**src/sv/wsdb_pkg.sv**
```systemverilog
// ----------------------------------------------------------------------------
// wsdb_pkg
// Shared sizes, codes, command and status types, and pointer helpers for the
// work-stealing deque bank.
// ----------------------------------------------------------------------------
package wsdb_pkg;

	localparam int NUM_QUEUES  = 8;
	localparam int QUEUE_SLOTS = 16;

	localparam int QIDX_W = $clog2(NUM_QUEUES);
	localparam int PTR_W  = $clog2(QUEUE_SLOTS);
	localparam int CNT_W  = PTR_W;
	localparam int ADDR_W = $clog2(NUM_QUEUES * QUEUE_SLOTS);
	localparam int DATA_W = 32;
	localparam int ACT_W  = 3;
	localparam int SEL_W  = 3;
	localparam int VIC_W  = 3;
	localparam int STAT_W = 2;
	localparam int WRAP_W = ((QIDX_W > SEL_W) ? QIDX_W : SEL_W) + 1;

	typedef enum logic [ACT_W-1:0] {
		ACT_PUSH_REAR  = 3'd0,
		ACT_PUSH_FRONT = 3'd1,
		ACT_POP_FRONT  = 3'd2,
		ACT_POP_REAR   = 3'd3,
		ACT_PEEK_FRONT = 3'd4,
		ACT_PEEK_REAR  = 3'd5,
		ACT_STEAL      = 3'd6
	} act_t;

	typedef enum logic [STAT_W-1:0] {
		STAT_OK    = 2'd0,
		STAT_EMPTY = 2'd1,
		STAT_FULL  = 2'd2
	} stat_t;

	typedef enum logic [2:0] {
		S_IDLE,
		S_SNAP,
		S_EXEC,
		S_READ,
		S_OUT
	} state_t;

	// Controller to datapath.
	typedef struct packed {
		logic load;
		logic snap;
		logic exec;
		logic finish;
	} cmd_t;

	// Datapath to controller.
	typedef struct packed {
		logic rd_issued;
	} sts_t;

	function automatic logic [PTR_W-1:0] next_ptr(input logic [PTR_W-1:0] p);
		return (p == PTR_W'(QUEUE_SLOTS - 1)) ? '0 : p + 1'b1;
	endfunction

	function automatic logic [PTR_W-1:0] prev_ptr(input logic [PTR_W-1:0] p);
		return (p == '0) ? PTR_W'(QUEUE_SLOTS - 1) : p - 1'b1;
	endfunction

	function automatic logic [ADDR_W-1:0] slot_addr(input logic [QIDX_W-1:0] q,
			input logic [PTR_W-1:0] p);
		return ADDR_W'(ADDR_W'(q) * ADDR_W'(QUEUE_SLOTS)) + ADDR_W'(p);
	endfunction

	// Reduces a selector modulo the number of queues by repeated subtraction.
	function automatic logic [QIDX_W-1:0] wrap_sel(input logic [SEL_W-1:0] s);
		logic [WRAP_W-1:0] v;
		v = WRAP_W'(s);
		for (int i = 0; i < 4; i++) begin
			if (v >= WRAP_W'(NUM_QUEUES)) begin
				v = v - WRAP_W'(NUM_QUEUES);
			end
		end
		return QIDX_W'(v);
	endfunction

endpackage

```
**src/sv/wsdb_ctrl.sv**
```systemverilog
// ----------------------------------------------------------------------------
// wsdb_ctrl
// Sequencer for the deque bank: accept, snapshot, execute, read (only when the slot memory is read), deliver.
// ----------------------------------------------------------------------------
module wsdb_ctrl (
	input  logic          clk,
	input  logic          arst_n,
	input  logic          in_valid,
	output logic          in_ready,
	output logic          out_valid,
	input  logic          out_ready,
	output wsdb_pkg::cmd_t cmd,
	input  wsdb_pkg::sts_t sts
);
	import wsdb_pkg::*;

	state_t state_q;
	state_t state_d;

	always_ff @(posedge clk or negedge arst_n) begin
		if (!arst_n) begin
			state_q <= S_IDLE;
		end else begin
			state_q <= state_d;
		end
	end

	always_comb begin
		state_d = state_q;
		unique case (state_q)
			S_IDLE: begin
				if (in_valid) state_d = S_SNAP;
			end
			S_SNAP: state_d = S_EXEC;
			S_EXEC: state_d = sts.rd_issued ? S_READ : S_OUT;
			S_READ: state_d = S_OUT;
			S_OUT: begin
				if (out_ready) state_d = S_IDLE;
			end
			default: state_d = S_IDLE;
		endcase
	end

	always_comb begin
		in_ready   = (state_q == S_IDLE);
		out_valid  = (state_q == S_OUT);
		cmd.load   = (state_q == S_IDLE) && in_valid;
		cmd.snap   = (state_q == S_SNAP);
		cmd.exec   = (state_q == S_EXEC);
		cmd.finish = (state_q == S_READ);
	end

endmodule

```
**src/sv/wsdb_dp.sv**
```systemverilog
// ----------------------------------------------------------------------------
// wsdb_dp
// Datapath: slot memory, per-queue pointers and counts, victim selection and
// result registers.
// ----------------------------------------------------------------------------
module wsdb_dp (
	input  logic                             clk,
	input  logic                             arst_n,
	input  wsdb_pkg::cmd_t                   cmd,
	output wsdb_pkg::sts_t                   sts,
	input  logic [wsdb_pkg::ACT_W-1:0]       action,
	input  logic [wsdb_pkg::SEL_W-1:0]       queue_sel,
	input  logic signed [wsdb_pkg::DATA_W-1:0] value_in,
	output logic signed [wsdb_pkg::DATA_W-1:0] value_out,
	output logic [wsdb_pkg::STAT_W-1:0]      status,
	output logic [wsdb_pkg::VIC_W-1:0]       victim
);
	import wsdb_pkg::*;

	// Latched request.
	logic [ACT_W-1:0]  act_q;
	logic [QIDX_W-1:0] q_q;
	logic [DATA_W-1:0] val_q;

	// Per-queue state.
	logic [PTR_W-1:0] head_q [NUM_QUEUES];
	logic [PTR_W-1:0] tail_q [NUM_QUEUES];
	logic [CNT_W-1:0] cnt_q  [NUM_QUEUES];

	// Snapshot of the selected queue and the chosen victim.
	logic [PTR_W-1:0]  hq_q;
	logic [PTR_W-1:0]  tq_q;
	logic [CNT_W-1:0]  cq_q;
	logic [QIDX_W-1:0] vic_q;
	logic [QIDX_W-1:0] best;

	// Slot memory.
	logic [DATA_W-1:0] mem_q [NUM_QUEUES*QUEUE_SLOTS];
	logic [DATA_W-1:0] rdata_q;
	logic              mem_re;
	logic [ADDR_W-1:0] mem_raddr;
	logic              mem_we;
	logic [ADDR_W-1:0] mem_waddr;
	logic [DATA_W-1:0] mem_wdata;

	// Pointer update.
	logic              pw_en;
	logic [QIDX_W-1:0] pw_idx;
	logic              pw_head_en;
	logic              pw_tail_en;
	logic [PTR_W-1:0]  pw_head;
	logic [PTR_W-1:0]  pw_tail;
	logic [CNT_W-1:0]  pw_cnt;

	logic              steal_wr_q;
	logic              steal_wr_d;
	stat_t             stat_d;

	logic [PTR_W-1:0]  vt;
	logic [CNT_W-1:0]  vc;
	logic              q_empty;
	logic              q_full;

	logic [DATA_W-1:0] value_q;
	logic [STAT_W-1:0] status_q;
	logic [VIC_W-1:0]  vic_out_q;

	always_ff @(posedge clk) begin
		if (cmd.load) begin
			act_q <= action;
			q_q   <= wrap_sel(queue_sel);
			val_q <= value_in;
		end
	end

	// Largest count wins, lowest index on ties.
	always_comb begin
		best = '0;
		for (int i = 1; i < NUM_QUEUES; i++) begin
			if (cnt_q[i] > cnt_q[best]) best = QIDX_W'(i);
		end
	end

	always_ff @(posedge clk) begin
		if (cmd.snap) begin
			hq_q  <= head_q[q_q];
			tq_q  <= tail_q[q_q];
			cq_q  <= cnt_q[q_q];
			vic_q <= best;
		end
	end

	assign vt      = tail_q[vic_q];
	assign vc      = cnt_q[vic_q];
	assign q_empty = (hq_q == tq_q);
	assign q_full  = (hq_q == next_ptr(tq_q));

	always_comb begin
		mem_re     = 1'b0;
		mem_raddr  = '0;
		mem_we     = 1'b0;
		mem_waddr  = '0;
		mem_wdata  = val_q;
		pw_en      = 1'b0;
		pw_idx     = q_q;
		pw_head_en = 1'b0;
		pw_tail_en = 1'b0;
		pw_head    = hq_q;
		pw_tail    = tq_q;
		pw_cnt     = cq_q;
		stat_d     = STAT_OK;
		steal_wr_d = 1'b0;

		if (cmd.exec) begin
			unique case (act_q)
				ACT_PUSH_REAR: begin
					if (q_full) begin
						stat_d = STAT_FULL;
					end else begin
						mem_we     = 1'b1;
						mem_waddr  = slot_addr(q_q, next_ptr(tq_q));
						pw_en      = 1'b1;
						pw_tail_en = 1'b1;
						pw_tail    = next_ptr(tq_q);
						pw_cnt     = cq_q + 1'b1;
					end
				end
				ACT_PUSH_FRONT: begin
					if (q_full) begin
						stat_d = STAT_FULL;
					end else begin
						mem_we     = 1'b1;
						mem_waddr  = slot_addr(q_q, hq_q);
						pw_en      = 1'b1;
						pw_head_en = 1'b1;
						pw_head    = prev_ptr(hq_q);
						pw_cnt     = cq_q + 1'b1;
					end
				end
				ACT_POP_FRONT: begin
					if (q_empty) begin
						stat_d = STAT_EMPTY;
					end else begin
						mem_re     = 1'b1;
						mem_raddr  = slot_addr(q_q, next_ptr(hq_q));
						pw_en      = 1'b1;
						pw_head_en = 1'b1;
						pw_head    = next_ptr(hq_q);
						pw_cnt     = cq_q - 1'b1;
					end
				end
				ACT_POP_REAR: begin
					if (q_empty) begin
						stat_d = STAT_EMPTY;
					end else begin
						mem_re     = 1'b1;
						mem_raddr  = slot_addr(q_q, tq_q);
						pw_en      = 1'b1;
						pw_tail_en = 1'b1;
						pw_tail    = prev_ptr(tq_q);
						pw_cnt     = cq_q - 1'b1;
					end
				end
				ACT_PEEK_FRONT: begin
					if (q_empty) begin
						stat_d = STAT_EMPTY;
					end else begin
						mem_re    = 1'b1;
						mem_raddr = slot_addr(q_q, next_ptr(hq_q));
					end
				end
				ACT_PEEK_REAR: begin
					if (q_empty) begin
						stat_d = STAT_EMPTY;
					end else begin
						mem_re    = 1'b1;
						mem_raddr = slot_addr(q_q, tq_q);
					end
				end
				ACT_STEAL: begin
					if (vc == '0) begin
						stat_d = STAT_EMPTY;
					end else if (vic_q == q_q) begin
						mem_re    = 1'b1;
						mem_raddr = slot_addr(q_q, tq_q);
					end else if (q_full) begin
						stat_d = STAT_FULL;
					end else begin
						// Take the victim's rear now; the push follows once
						// the slot data is back.
						mem_re     = 1'b1;
						mem_raddr  = slot_addr(vic_q, vt);
						pw_en      = 1'b1;
						pw_idx     = vic_q;
						pw_tail_en = 1'b1;
						pw_tail    = prev_ptr(vt);
						pw_cnt     = vc - 1'b1;
						steal_wr_d = 1'b1;
					end
				end
				default: begin
				end
			endcase
		end else if (cmd.finish && steal_wr_q) begin
			mem_we     = 1'b1;
			mem_waddr  = slot_addr(q_q, next_ptr(tq_q));
			mem_wdata  = rdata_q;
			pw_en      = 1'b1;
			pw_tail_en = 1'b1;
			pw_tail    = next_ptr(tq_q);
			pw_cnt     = cq_q + 1'b1;
		end
	end

	assign sts.rd_issued = mem_re;

	always_ff @(posedge clk) begin
		if (mem_we) mem_q[mem_waddr] <= mem_wdata;
		if (mem_re) rdata_q <= mem_q[mem_raddr];
	end

	always_ff @(posedge clk or negedge arst_n) begin
		if (!arst_n) begin
			for (int i = 0; i < NUM_QUEUES; i++) begin
				head_q[i] <= '0;
				tail_q[i] <= '0;
				cnt_q[i]  <= '0;
			end
		end else if (pw_en) begin
			if (pw_head_en) head_q[pw_idx] <= pw_head;
			if (pw_tail_en) tail_q[pw_idx] <= pw_tail;
			cnt_q[pw_idx] <= pw_cnt;
		end
	end

	always_ff @(posedge clk or negedge arst_n) begin
		if (!arst_n) begin
			steal_wr_q <= 1'b0;
		end else if (cmd.exec) begin
			steal_wr_q <= steal_wr_d;
		end else if (cmd.finish) begin
			steal_wr_q <= 1'b0;
		end
	end

	always_ff @(posedge clk) begin
		if (cmd.exec) begin
			value_q   <= '0;
			status_q  <= stat_d;
			vic_out_q <= (act_q == ACT_STEAL) ? VIC_W'(vic_q) : '0;
		end else if (cmd.finish) begin
			value_q <= rdata_q;
		end
	end

	assign value_out = value_q;
	assign status    = status_q;
	assign victim    = vic_out_q;

endmodule

```
**src/sv/work_stealing_deque_bank.sv**
```systemverilog
// ----------------------------------------------------------------------------
// work_stealing_deque_bank
// Bank of circular double-ended task queues with push, pop, peek and steal.
// ----------------------------------------------------------------------------
// Each request is one transaction on the input channel and yields exactly one
// transaction on the output channel, after which the next request is taken;
// requests are handled one at a time. After acceptance a request passes
// through the snapshot and execute states and then offers its result when it
// does not read the slot memory (pushes, errors and the unused action code);
// when it does (pops, peeks and steals) a read state comes between, because
// the slot memory has a single read port whose data comes back through a
// register. The result then waits for out_ready, and in_ready rises in the
// cycle after it is taken. The cycle after acceptance snapshots the selected
// queue's pointers and picks the steal victim, the queue with the most
// entries and the lowest index on a tie. Each queue holds at most one entry
// fewer than its slot count. Errors (empty source, full target) leave all
// state untouched and return a zero value. The slot memory is not cleared at
// reset; only live entries are ever read.
// ----------------------------------------------------------------------------
module work_stealing_deque_bank (
	input  logic                               clk,
	input  logic                               arst_n,
	input  logic                               in_valid,
	output logic                               in_ready,
	input  logic [wsdb_pkg::ACT_W-1:0]         action,
	input  logic [wsdb_pkg::SEL_W-1:0]         queue_sel,
	input  logic signed [wsdb_pkg::DATA_W-1:0] value_in,
	output logic                               out_valid,
	input  logic                               out_ready,
	output logic signed [wsdb_pkg::DATA_W-1:0] value_out,
	output logic [wsdb_pkg::STAT_W-1:0]        status,
	output logic [wsdb_pkg::VIC_W-1:0]         victim
);
	import wsdb_pkg::*;

	cmd_t cmd;
	sts_t sts;

	// The controller sequences each transaction; it never sees the payload.
	wsdb_ctrl u_ctrl (
		.clk       (clk),
		.arst_n    (arst_n),
		.in_valid  (in_valid),
		.in_ready  (in_ready),
		.out_valid (out_valid),
		.out_ready (out_ready),
		.cmd       (cmd),
		.sts       (sts)
	);

	// The datapath holds the queues and the result registers, which keep the
	// result steady while the output transaction is stalled.
	wsdb_dp u_dp (
		.clk       (clk),
		.arst_n    (arst_n),
		.cmd       (cmd),
		.sts       (sts),
		.action    (action),
		.queue_sel (queue_sel),
		.value_in  (value_in),
		.value_out (value_out),
		.status    (status),
		.victim    (victim)
	);

	// One request at a time: the block never offers a result while taking a
	// new request.
	assert property (@(posedge clk) disable iff (!arst_n)
		!(in_ready && out_valid))
		else $error("input and output both open at once");

	// A result is never offered in the cycle straight after acceptance.
	assert property (@(posedge clk) disable iff (!arst_n)
		(in_valid && in_ready) |=> !out_valid)
		else $error("result offered too early");

	// Failed requests carry a zero value.
	assert property (@(posedge clk) disable iff (!arst_n)
		(out_valid && (status != STAT_OK)) |-> (value_out == '0))
		else $error("error result with non-zero value");

	// A status code outside the defined set never reaches the port.
	assert property (@(posedge clk) disable iff (!arst_n)
		out_valid |-> (status == STAT_OK || status == STAT_EMPTY || status == STAT_FULL))
		else $error("undefined status code");

endmodule
```
**config.mk**
```make
export PLATFORM = sky130hd
export DESIGN_NAME = work_stealing_deque_bank
export DESIGN_NICKNAME = d
export VERILOG_FILES = /design/src/sv/wsdb_pkg.sv /design/src/sv/wsdb_ctrl.sv /design/src/sv/wsdb_dp.sv /design/src/sv/work_stealing_deque_bank.sv
export SDC_FILE = /design/constraint.sdc
export NUM_CORES = 2
export LEC_CHECK = 0
export BUFFER_PORTS_ARGS = -buffer_cell sky130_fd_sc_hd__buf_2
export CAP_MARGIN = 10
export CORE_ASPECT_RATIO = 0.5
export CORE_MARGIN = 4
export CORE_UTILIZATION = 30
export CTS_CLUSTER_DIAMETER = 60
export DETAILED_ROUTE_END_ITERATION = 8
export PLACE_DENSITY = 0.43
export SLEW_MARGIN = 20
export SYNTH_ARGS = -nofsm -noshare
export SYNTH_HDL_FRONTEND = slang
export SYNTH_SLANG_ARGS = --single-unit
```
**constraint.sdc**
```tcl
create_clock -name clk -period 12.3 [get_ports clk]
set_clock_uncertainty 0.15 [all_clocks]
set_input_delay 2.46 -clock clk [delete_from_list [all_inputs] [get_ports clk]]
set_output_delay 2.46 -clock clk [all_outputs]
set_load 0.005 [all_outputs]
```
==> results_dict.tcl <==
set metrics [dict create \
    grtUsageMet1_pct 30.2 \
    fillCellCount 53600 \
    cts_resized 0 \
    power.internal_w 0.0290 \
    crit_slowest_cell "dfrtp_1" \
    nets 10800 \
    clk_pin_slew_ps 60 \
    io_pins 81 \
    clk_latency_ps 1030 \
    synth_top_area_share_pct 73.6 \
    core_area_mm2 0.566 \
    p_leak_nw 64.4 \
    clock_sinks 4318 \
    antenna_found_initial 54 \
    wl_um 622000 \
    syn_inst 10400 \
    finalCritPeriodShare_pct 91.8 \
    timing.fmax_ghz 0.0886 \
    switching_power_w 0.0138 \
    yosysTopAreaCell "edfxtp_1" \
    routedWlPerCell_um 33.3 \
    critPathArrivalTime_ps 11860 \
    multi_input_area_mm2 0.0403 \
    seqCellArea_mm2 0.129 \
    critPathLaunchType "flip-flop" \
    ys_async_sr_fraction_pct 2.32 \
    slew_headroom_pct 7.29 \
    cts_buffers 424 \
    clkPwrFrac_pct 30.7 \
    area_growth_pct 15.2 \
    start_util_pct 30.2 \
    grt_pass1_wl_um 846000 \
    ant_nets 0 \
    rsz0062_at_grt "no" \
    grt_overflow 0 \
    fin_tns_setup_ps 0 \
    hold_path_class "reg -> reg" \
    synth_seq_cells 4318 \
    rows 195 \
    rrSetupSlack_ps 1010 \
    p_per_area_mw_per_mm2 217 \
    status "finished clean" \
    pre_cts_ws_ps 754 \
    avgSynthCellArea_um2 16.4 \
    grt_pass1_vias 96400 \
    layout_setup_ws_ps 1010 \
    startpoint "u_dp.cnt_q[29]" \
    worst_pin_slew_ps 1390 \
    layout_common_cells "4186 x edfxtp_1, 1935 x nand2_1, 773 x nand3_1" \
    dieHeight_um 541 \
    drive_gt1_share_pct 18.2 \
    post_cts_buffers 0 \
    grt_util_all_layers_pct 20.7 \
    ys.flop_type "edfxtp_1" \
    pwr-share-comb_pct 27.9 \
    drc 0 \
    vias_per_cell 5.36 \
    crit_type "reg -> reg" \
    port_buffers 80 \
    worstPathRequired_ps 12870 \
    ys_seq_area_share_pct 75.5 \
    cts_root_buf "clkbuf_16" \
    place.gp.congestion 0.815 \
    crit_path_end "u_dp.vic_q[2]" \
    synthesis.nets 10500 \
    reg2reg_to "u_dp.vic_q[2]" \
    cts_tree "built" \
    ys_warn_count 0 \
    seqPwrFrac_pct 41.4 \
    clk_path_buf_depth 4 \
    r2r_start "u_dp.cnt_q[29]" \
    htreeDepth 5 \
    power_switching_share_pct 32.3 \
    final_common_cell "edfxtp_1" \
    grt_start_max_net_pins 99 \
    netlist_area_mm2 0.171 \
    total_power_w 0.0428 \
    layoutNonFillerInstCount 18700 \
    place_hpwl_um 356000 \
    max_stage_delay_ps 450 \
    synth-edff-count 4186 \
    cp-end-kind "flip-flop" \
    cap_violations 0 \
    synthTopCellsByArea "edfxtp_1 74%, mux4_2 6.6%, nand2_1 4.3%, nand3_1 2.3%, mux2i_1 1.8%" \
    final-setup-viol-count 0 \
    cp_max_fo 12 \
    worstRegToRegCells 63 \
    top_usage_layer "met2" \
    dr.pass1.iters 5 \
    grt_util_met3_pct 3.75 \
    synth.distinct_cells 95 \
    drv_slew 0 \
    dp_cells 17900 \
    met2_usage_pct 32.3 \
    hold_buffers 0 \
    die_width_um 1070 \
    ir_drop_uv 655 \
    drt_iter0_drc 12800 \
    layout_min_cycle_time_ps 11290 \
    die_area_mm2 0.582 \
    finalHoldViolations 0 \
    vias 100000 \
]
==> cells in the mapped netlist, drive strengths merged, types with 19 or more instances <==
library cell and count:
a2111oi 57, a211oi 64, a21oi 325, a221oi 87, a22oi 115, a31oi 92
a32oi 159, and3 45, buf 368, clkbuf 278, dfrtp 100, dfxtp 32
edfxtp 4186, ha 36, inv 30, mux2 118, mux2i 316, mux4 497
nand2 1976, nand3 778, nand4 54, nor2 265, nor3 33, nor4 24
o211ai 24, o21ai 74, o22ai 42, xnor2 19
==> worst min path at each step <==
| stage | startpoint | end | slack [ps] | cells past startpoint |
|---|---|---|---|---|
| floorplan | u_dp.value_out[0] | u_dp.value_out[0] | 280 | 2 |
| global placement | u_dp.value_out[28] | u_dp.value_out[28] | 280 | 2 |
| detailed placement | u_dp.value_out[26] | u_dp.value_out[26] | 280 | 2 |
| CTS | u_dp.value_out[26] | u_dp.value_out[26] | 290 | 2 |
| global route | u_dp.value_out[26] | u_dp.value_out[26] | 300 | 2 |
| finish | u_dp.value_out[13] | u_dp.value_out[13] | 280 | 2 |
==> logic make-up (layout without fill, tap and decap cells) <==
kind of cell / after synthesis / count (layout) / share of synthesized area [%]
flip-flops: 4318 / 4318 / 75.5
AND/OR/NAND/NOR: 3263 / 3263 / 8.12
AO/OA/AOI/OAI: 1169 / 1169 / 4.84
multiplexers: 931 / 931 / 9.19
buffers and inverters: 677 / 1337 / 2.00
adder cells (fa/ha/maj): 36 / 36 / 0.264
XOR/XNOR: 23 / 23 / 0.137
other: 0 / 22 / 0
==> registers in the layout, indices dropped and copies added (netlist names), 4 cells and up <==
signal,count
u_dp.cq_q,4
u_dp.rdata_q,32
u_dp.value_out,32
u_dp.tail_q,32
u_dp.mem_q,4096
u_dp.tq_q,4
u_dp.val_q,32
u_dp.head_q,32
u_dp.cnt_q,32
u_dp.hq_q,4
==> through the flow <==
step / hold WS (ps) / utilization [%] / cell area [µm²]
4_1_cts: 289 / 34.7 / 197000
6_report: 283 / 34.8 / 197000
3_3_place_gp: 276 / 32.3 / 183000
5_1_grt: 300 / 34.8 / 197000
3_5_place_dp: 280 / 32.3 / 183000
2_1_floorplan: 285 / - / 171000
==> final cells by class <==
cell class	count	area share, %
clock inverter	237	1.26
inverter	31	0.0604
clock buffer	529	5.66
antenna	22	0.0280
tap	7584	4.82
sequential	4318	65.5
multi-input combinational	5422	20.5
timing repair buffer	540	2.21
==> critical path, delay by kind of cell (launching register included) <==
kind	cells	cell delay, ps
compound gates	30	4540
fa+ha+maj	7	2000
simple gates	17	1960
mux	4	1250
buf+inv	5	670
flops	1	450
==> power by group through the flow <==
stage	Clock, W	Sequential (W)	Combinational (W)
5_1_grt	0.0141	0.0177	0.0130
3_3_place_gp	0	0.0180	0.0122
6_report	0.0131	0.0177	0.0119
3_5_place_dp	0	0.0180	0.0120
4_1_cts	0.0134	0.0177	0.0120
2_1_floorplan	0	0.0179	0.00672
==> layer usage <==
layer | part of all wire [%] | wire (µm)
met1 | 45 | 278000
met2 | 45 | 281000
met3 | 7.6 | 47200
met4 | 2.5 | 15500
met5 | 0.0032 | 20
Power figures use the tool's default switching activity.
